**config.mk**
```make
export PLATFORM = sky130hd
export DESIGN_NAME = binary_neighbor_count_3x3
export DESIGN_NICKNAME = d
export VERILOG_FILES = /design/src/bnc_pkg.sv /design/src/bnc_fifo.sv /design/src/bnc_front.sv /design/src/bnc_back.sv /design/src/binary_neighbor_count_3x3.sv
export SDC_FILE = /design/constraint.sdc
export NUM_CORES = 1
export LEC_CHECK = 0
export BUFFER_PORTS_ARGS = -buffer_cell sky130_fd_sc_hd__buf_2
export CAP_MARGIN = 20
export CORE_UTILIZATION = 35
export DETAILED_ROUTE_END_ITERATION = 7
export PLACE_DENSITY = 0.58
export SYNTH_ARGS = -nofsm -noshare
export SYNTH_HDL_FRONTEND = slang
export SYNTH_HIERARCHICAL = 1
export SYNTH_SLANG_ARGS = --single-unit
```
**constraint.sdc**
```tcl
create_clock -name clk_i -period 7.8 [get_ports clk_i]
set_clock_uncertainty 0.05 [all_clocks]
set_input_delay 0 -clock clk_i [delete_from_list [all_inputs] [get_ports clk_i]]
set_output_delay 0 -clock clk_i [all_outputs]
set_load 0.02 [all_outputs]
```
**src/bnc_pkg.sv**
```systemverilog
`timescale 1ns / 1ps
`default_nettype none

package bnc_pkg;

  // Register widths fixed by the register map
  localparam int unsigned FIELD_WIDTH_W  = 6;
  localparam int unsigned FIELD_HEIGHT_W = 13;
  localparam int unsigned ROW_CNT_W      = 12;
  localparam int unsigned CFG_DATA_W     = 13;

  // Register indexes
  localparam logic CFG_FIELD_WIDTH  = 1'b0;
  localparam logic CFG_FIELD_HEIGHT = 1'b1;

  // Reset values of the registers
  localparam logic [FIELD_WIDTH_W-1:0]  FIELD_WIDTH_RST  = 6'd32;
  localparam logic [FIELD_HEIGHT_W-1:0] FIELD_HEIGHT_RST = 13'd1;

  // Largest field height; larger settings saturate here
  localparam logic [FIELD_HEIGHT_W-1:0] FIELD_HEIGHT_MAX = 13'd4096;

  localparam int unsigned MAX_WIDTH_DEF   = 32;
  localparam int unsigned QUEUE_DEPTH_DEF = 2;

  // Work descriptor handed from the front to the back
  typedef struct packed {
    logic [FIELD_WIDTH_W-1:0] col;    // column of the accepted cell
    logic [FIELD_WIDTH_W-1:0] width;  // effective field width, 1..MAX_WIDTH
    logic                     do_e0;  // report row above, column col-1
    logic                     do_e1;  // report row above, last column
    logic                     do_fl;  // flush the whole current row
  } job_ctrl_t;

  typedef enum logic [1:0] {
    BK_IDLE,
    BK_E0,
    BK_E1,
    BK_FLUSH
  } bk_state_e;

endpackage

`default_nettype wire

```
**src/bnc_fifo.sv**
```systemverilog
`timescale 1ns / 1ps
`default_nettype none

module bnc_fifo
  import bnc_pkg::*;
#(
  parameter int unsigned DATA_W = 8,
  parameter int unsigned DEPTH  = QUEUE_DEPTH_DEF
) (
  input  wire logic              clk_i,
  input  wire logic              rst_ni,
  input  wire logic              push_i,
  input  wire logic [DATA_W-1:0] push_data_i,
  output logic                   full_o,
  input  wire logic              pop_i,
  output logic                   not_empty_o,
  output logic [DATA_W-1:0]      head_o
);

  localparam int unsigned PW = (DEPTH > 1) ? $clog2(DEPTH) : 1;
  localparam int unsigned CW = $clog2(DEPTH + 1);

  logic [DATA_W-1:0] mem_q [DEPTH];
  logic [PW-1:0]     wr_ptr_q, rd_ptr_q;
  logic [CW-1:0]     cnt_q;
  logic              do_push, do_pop;

  assign full_o      = (cnt_q == CW'(DEPTH));
  assign not_empty_o = (cnt_q != '0);
  assign do_push     = push_i && !full_o;
  assign do_pop      = pop_i && not_empty_o;
  assign head_o      = mem_q[rd_ptr_q];

  always_ff @(posedge clk_i) begin
    if (do_push) begin
      mem_q[wr_ptr_q] <= push_data_i;
    end
  end

  always_ff @(posedge clk_i or negedge rst_ni) begin
    if (!rst_ni) begin
      wr_ptr_q <= '0;
      rd_ptr_q <= '0;
      cnt_q    <= '0;
    end else begin
      if (do_push) begin
        wr_ptr_q <= (wr_ptr_q == PW'(DEPTH - 1)) ? '0 : wr_ptr_q + PW'(1);
      end
      if (do_pop) begin
        rd_ptr_q <= (rd_ptr_q == PW'(DEPTH - 1)) ? '0 : rd_ptr_q + PW'(1);
      end
      if (do_push && !do_pop) begin
        cnt_q <= cnt_q + CW'(1);
      end else if (do_pop && !do_push) begin
        cnt_q <= cnt_q - CW'(1);
      end
    end
  end

endmodule

`default_nettype wire

```
**src/bnc_front.sv**
```systemverilog
`timescale 1ns / 1ps
`default_nettype none

module bnc_front
  import bnc_pkg::*;
#(
  parameter int unsigned MAX_WIDTH = MAX_WIDTH_DEF
) (
  input  wire logic                  clk_i,
  input  wire logic                  rst_ni,
  input  wire logic                  cfg_we_i,
  input  wire logic                  cfg_index_i,
  input  wire logic [CFG_DATA_W-1:0] cfg_data_i,
  input  wire logic                  in_valid_i,
  output logic                       in_stall_o,
  input  wire logic                  cell_is_mine_i,
  input  wire logic                  q_full_i,
  output logic                       q_push_o,
  output job_ctrl_t                  q_ctrl_o,
  output logic [MAX_WIDTH-1:0]       q_above_o,
  output logic [MAX_WIDTH-1:0]       q_mid_o,
  output logic [MAX_WIDTH-1:0]       q_cur_o
);

  localparam int unsigned CW = (MAX_WIDTH > 1) ? $clog2(MAX_WIDTH) : 1;

  logic [FIELD_WIDTH_W-1:0]  fw_q;
  logic [FIELD_HEIGHT_W-1:0] fh_q;
  logic [CW-1:0]             col_q;
  logic [ROW_CNT_W-1:0]      row_q;
  logic [MAX_WIDTH-1:0]      above_q, mid_q, cur_q;

  logic [FIELD_WIDTH_W-1:0]  w6, wm1;
  logic [ROW_CNT_W-1:0]      hm1;
  logic [CW-1:0]             col;
  logic                      last_col, last_row, accept;
  logic [MAX_WIDTH-1:0]      mask, cur_next;

  assign in_stall_o = q_full_i;
  assign accept     = in_valid_i && !q_full_i;

  // Clamp the registers to their meaningful ranges
  always_comb begin
    if (fw_q == '0) begin
      w6 = FIELD_WIDTH_W'(1);
    end else if (fw_q > FIELD_WIDTH_W'(MAX_WIDTH)) begin
      w6 = FIELD_WIDTH_W'(MAX_WIDTH);
    end else begin
      w6 = fw_q;
    end
    wm1 = w6 - FIELD_WIDTH_W'(1);
    if (fh_q == '0) begin
      hm1 = '0;
    end else if (fh_q >= FIELD_HEIGHT_MAX) begin
      hm1 = ROW_CNT_W'(FIELD_HEIGHT_MAX - FIELD_HEIGHT_W'(1));
    end else begin
      hm1 = ROW_CNT_W'(fh_q - FIELD_HEIGHT_W'(1));
    end
  end

  always_comb begin
    col = (FIELD_WIDTH_W'(col_q) >= w6) ? wm1[CW-1:0] : col_q;
    last_col = (FIELD_WIDTH_W'(col) == wm1);
    last_row = (row_q >= hm1);
    for (int i = 0; i < MAX_WIDTH; i++) begin
      mask[i] = (FIELD_WIDTH_W'(i) < w6);
    end
    cur_next      = cur_q;
    cur_next[col] = cell_is_mine_i;
  end

  // Classify the cell: which reports it releases
  always_comb begin
    q_push_o       = accept;
    q_ctrl_o.col   = FIELD_WIDTH_W'(col);
    q_ctrl_o.width = w6;
    q_ctrl_o.do_e0 = (row_q != '0) && (col != '0);
    q_ctrl_o.do_e1 = (row_q != '0) && last_col;
    q_ctrl_o.do_fl = last_col && last_row;
    q_above_o      = (row_q >= ROW_CNT_W'(2)) ? (above_q & mask) : '0;
    q_mid_o        = (row_q != '0) ? (mid_q & mask) : '0;
    q_cur_o        = cur_next & mask;
  end

  always_ff @(posedge clk_i or negedge rst_ni) begin
    if (!rst_ni) begin
      fw_q <= FIELD_WIDTH_RST;
      fh_q <= FIELD_HEIGHT_RST;
    end else if (cfg_we_i) begin
      case (cfg_index_i)
        CFG_FIELD_WIDTH:  fw_q <= cfg_data_i[FIELD_WIDTH_W-1:0];
        CFG_FIELD_HEIGHT: fh_q <= cfg_data_i;
        default: ;
      endcase
    end
  end

  always_ff @(posedge clk_i or negedge rst_ni) begin
    if (!rst_ni) begin
      col_q <= '0;
      row_q <= '0;
    end else if (accept) begin
      if (last_col) begin
        col_q <= '0;
        row_q <= last_row ? '0 : row_q + ROW_CNT_W'(1);
      end else begin
        col_q <= col + CW'(1);
      end
    end
  end

  // Row stores: roll the window down at the end of each row but the last
  always_ff @(posedge clk_i) begin
    if (accept) begin
      cur_q <= cur_next;
      if (last_col && !last_row) begin
        above_q <= mid_q;
        mid_q   <= cur_next;
      end
    end
  end

endmodule

`default_nettype wire

```
**src/bnc_back.sv**
```systemverilog
`timescale 1ns / 1ps
`default_nettype none

module bnc_back
  import bnc_pkg::*;
#(
  parameter int unsigned MAX_WIDTH = MAX_WIDTH_DEF
) (
  input  wire logic                 clk_i,
  input  wire logic                 rst_ni,
  input  wire logic                 q_valid_i,
  input  wire job_ctrl_t            q_ctrl_i,
  input  wire logic [MAX_WIDTH-1:0] q_above_i,
  input  wire logic [MAX_WIDTH-1:0] q_mid_i,
  input  wire logic [MAX_WIDTH-1:0] q_cur_i,
  output logic                      q_pop_o,
  output logic                      out_valid_o,
  input  wire logic                 out_stall_i,
  output logic                      out_is_mine_o,
  output logic [3:0]                neighbor_mines_o,
  output logic                      row_end_o,
  output logic                      field_end_o,
  output logic                      run_last_o
);

  localparam int unsigned CW = (MAX_WIDTH > 1) ? $clog2(MAX_WIDTH) : 1;

  bk_state_e            state_q, state_d;
  job_ctrl_t            ctrl_q;
  logic [MAX_WIDTH-1:0] above_q, mid_q, cur_q;
  logic [CW-1:0]        k_q, k_d;

  logic                 slot_free, advance, load, last;
  logic                 k_end;
  logic [CW-1:0]        sel_col;
  logic [MAX_WIDTH-1:0] row_t, row_m, row_b;
  logic [MAX_WIDTH+1:0] ext_t, ext_m, ext_b;
  logic [2:0]           win_t, win_m, win_b;
  logic [3:0]           sum;
  logic                 res_mine, res_row_end, res_field_end;

  logic                 out_valid_q;
  logic                 out_mine_q, row_end_q, field_end_q, run_last_q;
  logic [3:0]           count_q;

  assign slot_free = !out_valid_q || !out_stall_i;
  assign advance   = (state_q != BK_IDLE) && slot_free;
  assign k_end     = (FIELD_WIDTH_W'(k_q) == ctrl_q.width - FIELD_WIDTH_W'(1));
  assign load      = q_valid_i && ((state_q == BK_IDLE) || (advance && last));
  assign q_pop_o   = load;

  // Report selection for the current step
  always_comb begin
    sel_col       = ctrl_q.col[CW-1:0];
    row_t         = above_q;
    row_m         = mid_q;
    row_b         = cur_q;
    res_row_end   = 1'b0;
    res_field_end = 1'b0;
    last          = 1'b0;
    case (state_q)
      BK_E0: begin
        sel_col = ctrl_q.col[CW-1:0] - CW'(1);
        last    = !ctrl_q.do_e1 && !ctrl_q.do_fl;
      end
      BK_E1: begin
        res_row_end = 1'b1;
        last        = !ctrl_q.do_fl;
      end
      BK_FLUSH: begin
        sel_col       = k_q;
        row_t         = mid_q;
        row_m         = cur_q;
        row_b         = '0;
        res_row_end   = k_end;
        res_field_end = k_end;
        last          = k_end;
      end
      default: ;
    endcase
    ext_t    = {1'b0, row_t, 1'b0};
    ext_m    = {1'b0, row_m, 1'b0};
    ext_b    = {1'b0, row_b, 1'b0};
    win_t    = ext_t[sel_col +: 3];
    win_m    = ext_m[sel_col +: 3];
    win_b    = ext_b[sel_col +: 3];
    res_mine = win_m[1];
    sum = 4'(win_t[0]) + 4'(win_t[1]) + 4'(win_t[2]) + 4'(win_m[0]) + 4'(win_m[2])
        + 4'(win_b[0]) + 4'(win_b[1]) + 4'(win_b[2]);
  end

  always_comb begin
    state_d = state_q;
    if (load) begin
      if (q_ctrl_i.do_e0) begin
        state_d = BK_E0;
      end else if (q_ctrl_i.do_e1) begin
        state_d = BK_E1;
      end else if (q_ctrl_i.do_fl) begin
        state_d = BK_FLUSH;
      end else begin
        state_d = BK_IDLE;
      end
    end else if (advance) begin
      if (last) begin
        state_d = BK_IDLE;
      end else begin
        case (state_q)
          BK_E0:    state_d = ctrl_q.do_e1 ? BK_E1 : BK_FLUSH;
          BK_E1:    state_d = BK_FLUSH;
          BK_FLUSH: state_d = BK_FLUSH;
          default:  state_d = BK_IDLE;
        endcase
      end
    end
  end

  always_comb begin
    if ((state_q != BK_FLUSH) || (advance && last)) begin
      k_d = '0;
    end else if (advance) begin
      k_d = k_q + CW'(1);
    end else begin
      k_d = k_q;
    end
  end

  always_ff @(posedge clk_i or negedge rst_ni) begin
    if (!rst_ni) begin
      state_q     <= BK_IDLE;
      k_q         <= '0;
      out_valid_q <= 1'b0;
    end else begin
      state_q <= state_d;
      k_q     <= k_d;
      if (advance) begin
        out_valid_q <= 1'b1;
      end else if (!out_stall_i) begin
        out_valid_q <= 1'b0;
      end
    end
  end

  always_ff @(posedge clk_i) begin
    if (load) begin
      ctrl_q  <= q_ctrl_i;
      above_q <= q_above_i;
      mid_q   <= q_mid_i;
      cur_q   <= q_cur_i;
    end
    if (advance) begin
      out_mine_q  <= res_mine;
      count_q     <= res_mine ? 4'd0 : sum;
      row_end_q   <= res_row_end;
      field_end_q <= res_field_end;
      run_last_q  <= last;
    end
  end

  assign out_valid_o      = out_valid_q;
  assign out_is_mine_o    = out_mine_q;
  assign neighbor_mines_o = count_q;
  assign row_end_o        = row_end_q;
  assign field_end_o      = field_end_q;
  assign run_last_o       = run_last_q;

endmodule

`default_nettype wire

```
**src/binary_neighbor_count_3x3.sv**
```systemverilog
// Streaming 3x3 mine-neighbour counter.
// Feed the cells of a binary field in row-major order on the input channel,
// one cell per transaction (cell_is_mine_i). Each result transaction reports
// one cell: whether it is a mine, else how many of its eight neighbours are
// mines; cells outside the field count as empty. A cell is reported once the
// row below it has reached its right-hand neighbour; the last cell of the
// field also flushes the whole last row as a burst. row_end_o, field_end_o
// and run_last_o mark the last cell of a row, of the field, and the last
// result caused by one input transaction.
// Set field_width (index 0) and field_height (index 1) through the write
// port while the block is idle; reset leaves width 32 and height 1.
// A result passes through the queue, the job registers of the report unit
// and the output register. The back end produces one result per cycle
// unless the receiver stalls, so throughput is one cell per cycle while each
// cell releases one result; a row end adds one, the field end the last row.
// A two-entry queue separates intake from reporting; when the receiver
// stalls, the output register holds its result, the queue fills and then
// in_stall_o rises. Reset empties the queue and clears the counters.
`timescale 1ns / 1ps
`default_nettype none

module binary_neighbor_count_3x3
  import bnc_pkg::*;
#(
  parameter int unsigned MAX_WIDTH   = MAX_WIDTH_DEF,
  parameter int unsigned QUEUE_DEPTH = QUEUE_DEPTH_DEF
) (
  input  wire logic                  clk_i,
  input  wire logic                  rst_ni,
  input  wire logic                  cfg_we_i,
  input  wire logic                  cfg_index_i,
  input  wire logic [CFG_DATA_W-1:0] cfg_data_i,
  input  wire logic                  in_valid_i,
  output logic                       in_stall_o,
  input  wire logic                  cell_is_mine_i,
  output logic                       out_valid_o,
  input  wire logic                  out_stall_i,
  output logic                       out_is_mine_o,
  output logic [3:0]                 neighbor_mines_o,
  output logic                       row_end_o,
  output logic                       field_end_o,
  output logic                       run_last_o
);

  // One queue entry: control word plus snapshots of the three rows
  localparam int unsigned JOB_W = $bits(job_ctrl_t) + 3 * MAX_WIDTH;

  logic                 q_full, q_push, q_pop, q_not_empty;
  job_ctrl_t            push_ctrl, head_ctrl;
  logic [MAX_WIDTH-1:0] push_above, push_mid, push_cur;
  logic [MAX_WIDTH-1:0] head_above, head_mid, head_cur;
  logic [JOB_W-1:0]     push_data, head_data;

  // Intake: keep the row window and decide which cells each transaction
  // releases
  bnc_front #(
    .MAX_WIDTH (MAX_WIDTH)
  ) u_front (
    .clk_i          (clk_i),
    .rst_ni         (rst_ni),
    .cfg_we_i       (cfg_we_i),
    .cfg_index_i    (cfg_index_i),
    .cfg_data_i     (cfg_data_i),
    .in_valid_i     (in_valid_i),
    .in_stall_o     (in_stall_o),
    .cell_is_mine_i (cell_is_mine_i),
    .q_full_i       (q_full),
    .q_push_o       (q_push),
    .q_ctrl_o       (push_ctrl),
    .q_above_o      (push_above),
    .q_mid_o        (push_mid),
    .q_cur_o        (push_cur)
  );

  assign push_data = {push_ctrl, push_above, push_mid, push_cur};
  assign {head_ctrl, head_above, head_mid, head_cur} = head_data;

  // Decoupling queue: the row snapshots travel with each job, so the intake
  // may start a new field while the last row still drains
  bnc_fifo #(
    .DATA_W (JOB_W),
    .DEPTH  (QUEUE_DEPTH)
  ) u_queue (
    .clk_i       (clk_i),
    .rst_ni      (rst_ni),
    .push_i      (q_push),
    .push_data_i (push_data),
    .full_o      (q_full),
    .pop_i       (q_pop),
    .not_empty_o (q_not_empty),
    .head_o      (head_data)
  );

  // Reporting: count neighbours one cell per unstalled cycle into the output
  bnc_back #(
    .MAX_WIDTH (MAX_WIDTH)
  ) u_back (
    .clk_i            (clk_i),
    .rst_ni           (rst_ni),
    .q_valid_i        (q_not_empty),
    .q_ctrl_i         (head_ctrl),
    .q_above_i        (head_above),
    .q_mid_i          (head_mid),
    .q_cur_i          (head_cur),
    .q_pop_o          (q_pop),
    .out_valid_o      (out_valid_o),
    .out_stall_i      (out_stall_i),
    .out_is_mine_o    (out_is_mine_o),
    .neighbor_mines_o (neighbor_mines_o),
    .row_end_o        (row_end_o),
    .field_end_o      (field_end_o),
    .run_last_o       (run_last_o)
  );

endmodule

`default_nettype wire
```
# == Yosys cells after proc, flatten, opt, wreduce, memory -nomap -nowiden ==
# Memory sizes are Yosys's and may differ from the RTL's.
# Index checks and enable logic that the tools add are counted.
# op_classes
shift,3
bitwise_logic,4
n_eq_ne,8
mux,36
n_reduce_logical,40
add_sub_neg,18
order_cmp,39
# op_table
operator,count
2-to-1 mux 32 bit,5
variable part select 34 x 6 -> 3 bit,3
AND 32 bit,3
"< comparator 5 x 6 -> 1 bit, first input constant",16
"< comparator 4 x 6 -> 1 bit, first input constant",8
2-to-1 mux 12 bit,3
bitwise mux 32 bit,1
adder 4 x 1 -> 4 bit,6
"< comparator 3 x 6 -> 1 bit, first input constant",4
2-to-1 mux 5 bit,4
2-to-1 mux 2 bit,8
logical AND 1 bit,14
">= comparator 13 bit, second input constant",1
logical NOT 13 bit,1
"adder 12 x 1 -> 12 bit, second input constant",1
equality test 5 x 6 -> 1 bit,2
>= comparator 12 bit,1
">= comparator 12 x 2 -> 1 bit, second input constant",1
"< comparator 1 x 6 -> 1 bit, first input constant",2
"< comparator 2 x 6 -> 1 bit, first input constant",2
2-to-1 mux 6 bit,2
nonzero test 12 bit,1
"subtractor 12 x 1 -> 12 bit, second input constant",1
"subtractor 6 x 1 -> 6 bit, second input constant",2
other kinds (29),56
# totals
ram_bits,220
mem_count,1
elab_cells,174
reg_bits,261
# mem_list
name,depth,width,read_ports,rd_clocked_by_memory_dff,write_ports,line,text
u_queue.mem_q,2,110,1,0,1,bnc_fifo.sv:23,logic [DATA_W-1:0] mem_q [DEPTH];

# == Logic depth before layout (Yosys ltp) ==
# depth
depth_word,11
mapped_depth,24
ltp_nobuf,19

# == By module ==
# Netlist, hierarchy kept.
# by_module_without_submodules
module,cells_each,n_inst,area_per_inst_um2
bnc_back,1116,1,10690.3
bnc_fifo,364,1,8226.6
bnc_front,717,1,7651.1

# == Worst setup path before layout ==
# No wires, ideal clock.
# synth_timing
path_kind,reg2reg
startpoint,reg u_queue.cnt_q[0]
endpoint,"mem u_queue/mem_q[0][0] (netlist bit), enable pin"
t_arrival_ps,6968
setup_time_ps,583
n_path_buf,1
setup_slack_ps,200
period_less_slack_ps,7600
stages_incl_launch_ff,8
cell_sequence,dfrtp_1 > nand2b_1 > inv_1 > nand2b_1 > inv_1 > clkbuf_1 > nand2_1 > nor2_1
# synth_via
elab_chain_len,6
# synth_lines
element,line,text
from (decl),bnc_fifo.sv:25,logic [CW-1:0] cnt_q;
from (signal assigned),bnc_fifo.sv:53,cnt_q <= cnt_q + CW'(1);
from (signal assigned),bnc_fifo.sv:55,cnt_q <= cnt_q - CW'(1);
equality test 2 bit,bnc_fifo.sv:28,assign full_o = (cnt_q == CW'(DEPTH));
named net q_full,binary_neighbor_count_3x3.sv:48,"logic q_full, q_push, q_pop, q_not_empty;"
logical NOT 1 bit,bnc_front.sv:40,assign accept = in_valid_i && !q_full_i;
logical AND 1 bit,bnc_front.sv:40,
named net q_push,binary_neighbor_count_3x3.sv:48,
logical AND 1 bit,bnc_fifo.sv:30,assign do_push = push_i && !full_o;
2-to-1 mux 1 bit,bnc_fifo.sv:35,if (do_push) begin
2-to-1 mux 1 bit (not written as such),bnc_fifo.sv:36,mem_q[wr_ptr_q] <= push_data_i;
to (decl),bnc_fifo.sv:23,
# The timed path passes the listed nets, and every way through them passes these cells.

# == Worst setup path in the final report ==
# layout_timing
startpoint,reg u_back/ctrl_q[9] (netlist bit)
endpoint,"reg u_back.count_q[2] (netlist: u_back/neighbor_mines_o[2]), data pin"
# layout_via
elab_chain_len,10
elab_cells_between_ends,12
classes_between,add/sub (8); shift (3); mux (1)
# layout_lines
element,line,text
from (decl),bnc_back.sv:29,job_ctrl_t ctrl_q;
from (signal assigned),bnc_back.sv:146,ctrl_q <= q_ctrl_i;
subtractor 5 x 1 -> 5 bit,bnc_back.sv:63,sel_col = ctrl_q.col[CW-1:0] - CW'(1);
one-hot mux 5 bit (2 select lines) *,bnc_back.sv:61,case (state_q)
variable part select 34 x 6 -> 3 bit,bnc_back.sv:84,win_t = ext_t[sel_col +: 3];
adder 1 x 1 -> 2 bit,bnc_back.sv:88,sum = 4'(win_t[0]) + 4'(win_t[1]) + 4'(win_t[2]) + 4'(win_m[0]) + 4'(win_m[2])
adder 4 x 1 -> 4 bit (3 in a row),bnc_back.sv:88,
adder 4 x 1 -> 4 bit (3 in a row),bnc_back.sv:89,+ 4'(win_b[0]) + 4'(win_b[1]) + 4'(win_b[2]);
to (signal assigned),bnc_back.sv:153,count_q <= res_mine ? 4'd0 : sum;
to (decl),bnc_back.sv:44,logic [3:0] count_q;
# Mark *: on every way between the ends. The rest lies on a longest branch, timed or not.
# A chain may end at the register's enable or synchronous reset.

==> flow_metrics.env <==
export IMPL_status="complete, no violations"
export IMPL_rsz0062_at_grt="no"
export IMPL_crit_arrival_ns=6.74
export IMPL_reg2reg_depth=20
export IMPL_areaGrowthSynthToFinish_pct=11.22
export IMPL_max_slew_margin_rel_pct=27.97
export IMPL_max_slew_worst_pin_slew_ns=1.080
export IMPL_syn_nets=2252
export IMPL_setup_slack_ns=1.338
export IMPL_worstHoldPathCells=3
export IMPL_initialDrtViolationCount=1720
export IMPL_clockRootBuffer="clkbuf_16"
export IMPL_start_util_pct=35.46
export IMPL_hold_path_class="in2reg"
export IMPL_timing_fmax_mhz=154.8
export IMPL_cts_tree="built"
export IMPL_grt_overflow=0
export IMPL_coreArea_mm2=0.07470
export IMPL_dr_total_vias=18269
export IMPL_antenna_left=0
export IMPL_whs_ns=0.08856
export IMPL_routedWlPerCell_um=24.55
export IMPL_clk_latency_ns=0.62
export IMPL_start_kind="flip-flop"
export IMPL_cp_end_kind="flip-flop"
export IMPL_dp_hpwl_mm=52.10
export IMPL_p_clk_share_pct=18.6
export IMPL_drt_pre_antenna_iters=5
export IMPL_ir_drop_mv=0.3954
export IMPL_grt_busiest_layer="met2"
export IMPL_fin_crit_sh_pct=82.85
export IMPL_setup_viol_count_final=0
export IMPL_worstPathRequired_ns=8.08
export IMPL_hp_start="cfg_we_i"
export IMPL_layout_commonest_cell="edfxtp_1"
export IMPL_syn_avg_cell_area_um2=12.08
export IMPL_max_cap_violations=0
export IMPL_gp_congestion=0.9794
export IMPL_setup_tns_ns=0
export IMPL_p_comb_share_pct=47.1
export IMPL_nets=2235
export IMPL_p_leak_nw=10.86
export IMPL_met1_usage_pct=27.65
export IMPL_period_minus_slack_ns=6.462
export IMPL_use_met2_pct=32.14
export IMPL_r2r_start="u_back/ctrl_q[9]$_DFFE_PN_"
export IMPL_pwr_share_seq_pct=34.4
export IMPL_grt_antenna_before_repair=1
export IMPL_place_ws_ns=1.355
export IMPL_layout_drive_gt1_share_pct=18.94
export IMPL_die_h_um=277.1
export IMPL_path_clk_slew_ns=0.08
export IMPL_most_common_layout_cells="433 x edfxtp_1, 224 x mux2i_1, 209 x mux2_2"
export IMPL_hold_violations=0
export IMPL_drc=0
export IMPL_drv_slew=0
export IMPL_post_cts_resized=0
export IMPL_dieArea_mm2=0.07678
export IMPL_numCtsBuffers=54
export IMPL_row_count=100
export IMPL_grt_pass1_wl_mm=117.4
export IMPL_syn_area_mm2=0.02649
export IMPL_cts_htree_levels=2
export IMPL_grt_pass1_vias=17996
export IMPL_synth_warnings=6
export IMPL_placed_area_mm2=0.02751
export IMPL_ios=30
export IMPL_grt_max_degree=82
export IMPL_nFillCells=6933
export IMPL_design_area_mm2=0.02946
export IMPL_p_switching_mw=5.723
export IMPL_wl_mm=78.25
export IMPL_post_route_util_pct=39.44
export IMPL_clock_sinks=481
export IMPL_gr_usage_met3_pct=3.054
export IMPL_viasPerCell=5.732
export IMPL_dieWidth_um=277.1
export IMPL_critPathLaunch="u_back/ctrl_q[9]$_DFFE_PN_"
export IMPL_cp_max_fo=22
export IMPL_clockBufferDepth=3
export IMPL_synthCells=2192
export IMPL_internal_power_mw=7.826
export IMPL_port_buffers=29
export IMPL_grt_usage_pct=20.02
export IMPL_critPathKind="reg2reg"
export IMPL_switching_share_pct=42.24
export IMPL_power_density_mw_per_mm2=460.0
## repair_timing
| item | in CTS | in global routing |
|---|---|---|
| setup buffers | 0 | 0 |
| hold buffers | 19 | 0 |
| hold endpoints to repair | 84 | 0 |
## layout make-up
cell class | instances | area, um^2 | area share (%)
antenna | 1 | 2.502 | 0.008495
clock buffer | 67 | 1421 | 4.825
clock inverter | 31 | 331.6 | 1.126
inverter | 44 | 167.7 | 0.5692
multi-input combinational | 1498 | 11380 | 38.64
sequential | 481 | 14220 | 48.27
tap | 969 | 1212 | 4.116
timing repair buffer | 96 | 720.7 | 2.447
## critical path, cell delays in order (launching register included)
cell and delay, ns:
edfxtp_1 0.39, inv_1 0.44, ha_1 0.33, buf_4 0.25, nor2b_1 0.23, o31ai_4 0.89, o21ai_0 0.21, a21oi_1 0.17
nor3_1 0.06, o41ai_1 0.50, a32oi_1 0.14, fa_1 0.53, fa_1 0.55, inv_1 0.06, fa_1 0.47, inv_1 0.07
ha_1 0.16, inv_1 0.06, fa_1 0.38, xor2_1 0.16, nor2_1 0.06
## path summary, 6_finish.rpt
check                                                      endpoint  slack, ns
max                        u_back/neighbor_mines_o[2]$_SDFFCE_PP0P_       1.34
min                                     u_front/fh_q[5]$_DFFE_PN0P_       0.09
max reg2reg                u_back/neighbor_mines_o[2]$_SDFFCE_PP0P_       1.34
min reg2reg                           u_front/above_q[30]$_DFFE_PP_       0.39
max in group asynchronous             u_back/state_q[0]$_DFFE_PN0P_       6.57
min in group asynchronous              u_front/fh_q[12]$_DFFE_PN0P_       0.54
## metrics by stage
step                power, mW  cells
floorplan               8.898   2192
global placement        10.92   3068
detailed placement      10.99   3069
CTS                     13.56   3186
global route            14.29   3186
finish                  13.55   3187
## metal layers
metal,routed length [um],part of all wire (%),up-vias
li1,-,-,8344
met1,34920,45,9136
met2,36280,46,647
met3,4676,6.0,142
met4,2375,3.0,0
met5,0,0,-
## sequential cells by signal, indices dropped and copies added, names as in the netlist, 2 cells and up
name                     count
u_back/state_q               2
u_front/cur_q               32
u_back/ctrl_q               13
u_queue/mem_q              220
u_back/k_q                   5
u_back/neighbor_mines_o      4
u_back/above_q              32
u_queue/cnt_q                2
u_back/cur_q                32
u_front/mid_q               32
u_front/fh_q                13
u_front/row_q               12
u_front/col_q                5
u_front/fw_q                 6
u_front/above_q             32
u_back/mid_q                32
## power groups by stage
stage                     Clock [mW]  Sequential, mW  Combinational (mW)
after floorplan                    0            4.34                4.56
after global placement             0            4.66                6.26
after detailed placement           0            4.69                6.29
after CTS                       2.58            4.64                6.34
after global routing            2.68            4.73                6.88
final                           2.51            4.66                6.38
(Power assumes the default switching activity.)
